--- src/rtl/core/assert_macros.svh ---
// Assertion macros shared by the selector RTL.
// Assertions are compiled only when SYNTHESIS is not set.
`ifndef ASSERT_MACROS_SVH
`define ASSERT_MACROS_SVH

`ifndef SYNTHESIS
// property must hold at every edge outside reset
`define ALPS_ASSERT(lbl, clk, rstn, prop, msg) \
  lbl: assert property (@(posedge clk) disable iff (!rstn) (prop)) else $error(msg);
// expression must never be true outside reset
`define ALPS_ASSERT_NEVER(lbl, clk, rstn, expr, msg) \
  lbl: assert property (@(posedge clk) disable iff (!rstn) !(expr)) else $error(msg);
`else
`define ALPS_ASSERT(lbl, clk, rstn, prop, msg)
`define ALPS_ASSERT_NEVER(lbl, clk, rstn, expr, msg)
`endif

`endif

--- src/rtl/core/alps_pkg.sv ---
// Package for the aged longest packet selector: field widths, codes,
// entry layout and the controller/datapath interface structs. No dependencies.
package alps_pkg;

  localparam int ALPS_WINDOW_DEF = 256;
  localparam int ALPS_DEPTH_DEF  = 1024;

  localparam int LEN_W  = 16;
  localparam int TIME_W = 48;
  localparam int ID_W   = 32;
  localparam int SEL_W  = 8;
  localparam int STAT_W = 2;
  localparam int CMD_W  = 1;

  localparam int IN_DATA_W  = 176;  // 16 + 48 + 32 + 32 + 48
  localparam int OUT_DATA_W = 136;  // 8 + 16 + 48 + 32 + 32

  localparam logic [TIME_W-1:0] THR_RESET = 48'd1000;

  // command codes carried in in_tuser
  localparam logic [CMD_W-1:0] CMD_PUSH = 1'b0;
  localparam logic [CMD_W-1:0] CMD_POP  = 1'b1;

  // result status codes carried in out_tuser
  localparam logic [STAT_W-1:0] ST_PUSHED  = 2'd0;
  localparam logic [STAT_W-1:0] ST_POPPED  = 2'd1;
  localparam logic [STAT_W-1:0] ST_FULL    = 2'd2;
  localparam logic [STAT_W-1:0] ST_EMPTY   = 2'd3;

  // one queue entry, length in the lowest bits
  typedef struct packed {
    logic [ID_W-1:0]   flow_id;
    logic [ID_W-1:0]   pkt_id;
    logic [TIME_W-1:0] arrival;
    logic [LEN_W-1:0]  length;
  } entry_t;

  localparam int ENTRY_W = $bits(entry_t);

  typedef enum logic [2:0] {
    S_IDLE,
    S_SCAN,
    S_FETCH,
    S_CAPT,
    S_MOVE,
    S_DONE
  } alps_state_t;

  // controller to datapath
  typedef struct packed {
    logic accept;
    logic scan;
    logic fetch;
    logic capture;
    logic move;
    logic dec_occ;
    logic load_out;
  } alps_cmd_t;

  // datapath to controller
  typedef struct packed {
    logic pop_go;
    logic scan_done;
    logic move_done;
    logic out_free;
  } alps_stat_t;

endpackage

--- src/rtl/core/alps_ctrl.sv ---
// Sequencing state machine of the selector: push, scan, fetch, compaction, result.
// Depends on alps_pkg and assert_macros.svh.
`include "assert_macros.svh"
module alps_ctrl (
  input  logic                clk,
  input  logic                rst_n,
  input  logic                in_tvalid,
  output logic                in_tready,
  input  alps_pkg::alps_stat_t st,
  output alps_pkg::alps_cmd_t  cmd
);
  import alps_pkg::*;

  alps_state_t state_r, state_nxt;

  // state register
  always_ff @(posedge clk) begin
    if (!rst_n) begin
      state_r <= S_IDLE;
    end else begin
      state_r <= state_nxt;
    end
  end

  // next state
  always_comb begin
    state_nxt = state_r;
    case (state_r)
      S_IDLE: begin
        if (in_tvalid) begin
          state_nxt = st.pop_go ? S_SCAN : S_DONE;
        end
      end
      S_SCAN: begin
        if (st.scan_done) state_nxt = S_FETCH;
      end
      S_FETCH: state_nxt = S_CAPT;
      S_CAPT:  state_nxt = S_MOVE;
      S_MOVE: begin
        if (st.move_done) state_nxt = S_DONE;
      end
      S_DONE: begin
        if (st.out_free) state_nxt = S_IDLE;
      end
      default: state_nxt = S_IDLE;
    endcase
  end

  // outputs
  always_comb begin
    cmd       = '0;
    in_tready = 1'b0;
    case (state_r)
      S_IDLE: begin
        in_tready  = 1'b1;
        cmd.accept = in_tvalid;
      end
      S_SCAN:  cmd.scan    = 1'b1;
      S_FETCH: cmd.fetch   = 1'b1;
      S_CAPT:  cmd.capture = 1'b1;
      S_MOVE: begin
        cmd.move    = 1'b1;
        cmd.dec_occ = st.move_done;
      end
      S_DONE:  cmd.load_out = st.out_free;
      default: cmd = '0;
    endcase
  end

  `ALPS_ASSERT(a_capt_to_move, clk, rst_n, (state_r == S_CAPT) |=> (state_r == S_MOVE), "capture not followed by move")
  `ALPS_ASSERT(a_fetch_after_scan, clk, rst_n, (state_r == S_FETCH) |-> ($past(state_r) == S_SCAN), "fetch without scan")

endmodule

--- config.mk ---
export PLATFORM = sky130hd
export DESIGN_NAME = alps_ctrl
export DESIGN_NICKNAME = d
export VERILOG_FILES = /design/src/rtl/core/alps_pkg.sv /design/src/rtl/core/alps_ctrl.sv
export VERILOG_INCLUDE_DIRS = /design/src /design/src/rtl/core
export SDC_FILE = /design/constraint.sdc
export NUM_CORES = 1
export LEC_CHECK = 0
export CAP_MARGIN = 0
export CORE_AREA = 2 2 39 41
export DETAILED_ROUTE_END_ITERATION = 8
export DIE_AREA = 0 0 41 43
export DONT_BUFFER_PORTS = 1
export SETUP_SLACK_MARGIN = 0.1
export SKIP_CTS_REPAIR_TIMING = 1
export SLEW_MARGIN = 20
export SYNTH_ARGS = -nofsm -noshare
export SYNTH_HDL_FRONTEND = slang
export SYNTH_SLANG_ARGS = --single-unit
--- constraint.sdc ---
create_clock -name clk -period 2.95 [get_ports clk]
set_clock_uncertainty 0.15 [all_clocks]
set_input_delay 0.295 -clock clk [delete_from_list [all_inputs] [get_ports clk]]
set_output_delay 0.295 -clock clk [all_outputs]
set_load 0.1 [all_outputs]
---- Word-level counts from Yosys, hierarchy flattened ----
Cells that the tools add are included.
operators by class
  equal/unequal tests ..................... 9
  reductions and logical operators ........ 2
  mux-type cells .......................... 13
operators by type and width
  operator            count
  $pmux 3 s6          1
  $mux 3              5
  $ne 2x2->1 const B  4
  $eq 3x2->1 const B  2
  $eq 3x3->1 const B  2
  $mux 1              6
  $reduce_and 4->1    1
  $eq 3x1->1 const B  1
  $logic_not 3->1     1
  $mux 2              1
word-level totals
  input bits .............................. 7
  output and inout port bits .............. 8
  word-level logic and storage cells ...... 25
  register bits after elaboration ......... 3

---- Logic depth before layout (Yosys ltp) ----
  depth after elaboration ................. 3
  mapped depth ............................ 4
  gate-level depth less buffers ........... 3

---- Least setup slack after synthesis ----
No wires, ideal clock.
  kind .................................... register to output
  from .................................... register state_r[2]
  to ...................................... output port cmd[6] (netlist name)
  arrival ................................. 3.527 ns
  cell stages (with the launch flop) ...... 4
  setup slack ............................. -1.022 ns
  required time ........................... 2.505 ns
  path buffers ............................ 1
  path through ............................ dfxtp_1 -> buf_2 -> nor3_1 -> and2_1
RTL lines
  item                    line             RTL
  from (decl)             alps_ctrl.sv:14  alps_state_t state_r, state_nxt;
  from (signal assigned)  alps_ctrl.sv:21  state_r <= state_nxt;
  to (decl)               alps_ctrl.sv:10  output alps_pkg::alps_cmd_t cmd

==> impl_results.md <==
* Status: complete, no violations
* Distinct cell type count after synthesis at 19
* Die W at between 40 and 50 um
* Worst Hold Class: in2reg
* Layout area overhead at 46.3%
* Antenna cells at 0
* Worst rel slew slack at 0.337
* #FFs+latches synth at 3
* Syn Std Cell Area at 238 sq um
* Switch share at 0.561
* Tcrit/Tclk final at 0.718
* Clk slew on worst S/H paths at ~40 ps
* Drt wl/cell at about 10 um
* Part of the power in the clock network at 0.219
* Reg power frac at 0.210
* Critical Path Source: state_r[2]
* Post-DP HPWL at 440 um
* Pwr Density at between 900 and 1000 nW/um^2
* Largest net degree at the start of global routing at 14
* R2r worst-path depth at 3
* CP Capture Type: output port
* P_int at 146 uW
* Slew @ Worst Pin at between 900 and 1000 ps
* Hold path depth at 2
* # Max-Cap Violations at 0
* GR Util All Layers at 0.0813
* R2R Path End: state_r[2]
* Via count at around 250
* Initial antenna violation count at 0
* Slew Limit Fails at 0
* Number of global-route vias before repair at around 240
* Critical path class: reg2out
* Nature of the critical path startpoint: flop
* Top Ports at 15
* Share of cells above drive strength 1 at 0.375
* Flop-to-flop setup slack at 1030 ps
* Die area at approximately 1800 sq um
* Sw Pwr at 186 uW
* Endpoints failing setup at 0
* FMAX at around 0.47 GHz
* GP Congestion at around 0.63
* CTS root buffer: clkbuf_4
* Final non-filler cell total at 56
* Worst path arrival time at about 1700 ps
* Synth warnings at 0
* R2R Path Start: state_r[0]
* Placeable Area at 1380 sq um
* CTS Buf Count at 3
* Seq/Total Area, Yosys at 0.253
* Hold Vio Cnt, Final at 0
* Peak VDD IR at approximately 230 uV
* # port buffers at 0
* Combinational Power Share at 0.571
* Final net count at 48
* Drt total wl at roughly 590 um
* FP Rows at 14
* Total grt overflow at 0
* Drt drc at 0
* TritonCTS sink count at 3
* Unrepaired setup endpoints after global routing: false
* Synthesized area per cell at between 7 and 8 sq um
* Critical path fanouts, max at 13
* DR vias/cell at between 4 and 5
* CTS tree: built
* Top flop regs: state_r x3
* Hold path endpoint: state_r[2]
* Inst Count DP at between 50 and 60
* First-pass GRT wire length at 890 um
* Period minus WS final at approximately 2100 ps
* H-tree depth at 1
* Die Ht at between 40 and 50 um
* Mapped Cells at 31
* Skew-Pair Late Insertion Delay at 230 ps
* Leakage power at about 0.00015 uW
* CTS max path bufs at 2
* Initial core utilization at 0.172
* HP Start: rst_n
* Core Util, Final at 0.251
* DR iter-0 viols at 1
* # fillers at about 160
* DR pass1 iterations at 3
* Register with the most flip-flops: state_r
* Worst path required time at about 2500 ps
* Syn Nets at 38
* Max FFs per register at 3
* Post-route ant nets at 0
==> how the worst max path moves through the flow <==
stage / cells after the start / endpoint / slack (ps)
after detailed placement: 3 / state_r[2] / 1030
after CTS: 4 / cmd[6] / 820
after floorplan: 3 / cmd[6] / -90
after global routing: 1 / cmd[3] / 780
final: 4 / cmd[6] / 830
after global placement: 3 / state_r[2] / 1070
==> routing by layer <==
layer / vias up / track usage / share of wire / wire length (um)
met5: - / 0 / 0 / 0
met4: 0 / 0.0600 / 0 / 0
met3: 0 / 0.0628 / 0.10 / 59
met2: 9 / 0.106 / 0.47 / 277
met1: 112 / 0.0836 / 0.42 / 249
li1: 125 / - / - / -
==> synthesized netlist by cell type (all sizes together) <==
cell type  n  area (sq um)
a41o       1          10.0
o21ai      1          5.00
inv        1          3.75
nor2b      2          12.5
and3b      1          8.76
nand2      1          3.75
nor3b      2          15.0
nor2       4          15.0
a21oi      2          10.0
and2       2          12.5
and3       1          6.26
and2b      1          7.51
a2111oi    1          10.0
nand2b     3          26.3
nor3       3          15.0
dfxtp      3          60.1
buf        2          16.3
==> placed cells by master (no fill, tap or decap) <==
cell type  n
buf_4      7
clkbuf_4   3
dfxtp_1    3
nor2_1     2
and2_1     2
nand2b_1   2
nor2_2     2
nor2b_1    2
a21oi_1    2
nor3_1     2
and3b_1    1
nor3_4     1
nor3b_4    1
and3_1     1
nand2_1    1
inv_1      1
and2b_1    1
o21ai_0    1
nor3b_1    1
nand2b_4   1
a2111oi_1  1
a41o_1     1
clkbuf_1   1
==> cells by family after synthesis <==
family          share of synthesized area
simple gates                        0.516
compound gates                      0.147
flops                               0.253
buf+inv                            0.0842
==> through the flow <==
stage          hold WS (ps)  cell area [sq um]  TNS, ps  power [uW]  setup slack [ps]
4_1_cts                68.3                348        0         337               821
6_report               72.2                348        0         332               833
5_1_grt                63.8                348        0         349               780
3_3_place_gp            309                322        0         260              1070
3_5_place_dp            318                322        0         260              1030
2_1_floorplan           298                248    -89.5         223             -89.5
==> area by class of cell <==
cell class / instances / area [sq um] / share of cell area
multi-input cells: 25 / 185 / 0.532
flip-flops and latches: 3 / 60.1 / 0.173
repair buffers: 7 / 52.6 / 0.151
clock buffers: 4 / 26.3 / 0.0755
well taps: 16 / 20.0 / 0.0576
inverters: 1 / 3.75 / 0.0108
==> critical path: stages, from the launching register on <==
cell and delay, ps:
dfxtp_1 450, nor3_4 210, buf_4 310, and2_1 170
buf_4 280
==> power groups by stage <==
stage	clock [uW]	sequential, uW	combinational, uW
2_1_floorplan	0	55.1	167
3_3_place_gp	0	69.1	190
3_5_place_dp	0	70.2	190
4_1_cts	76.4	69.6	190
5_1_grt	81.1	71.5	196
6_report	72.6	69.7	189
Power figures use the tool's default switching activity.
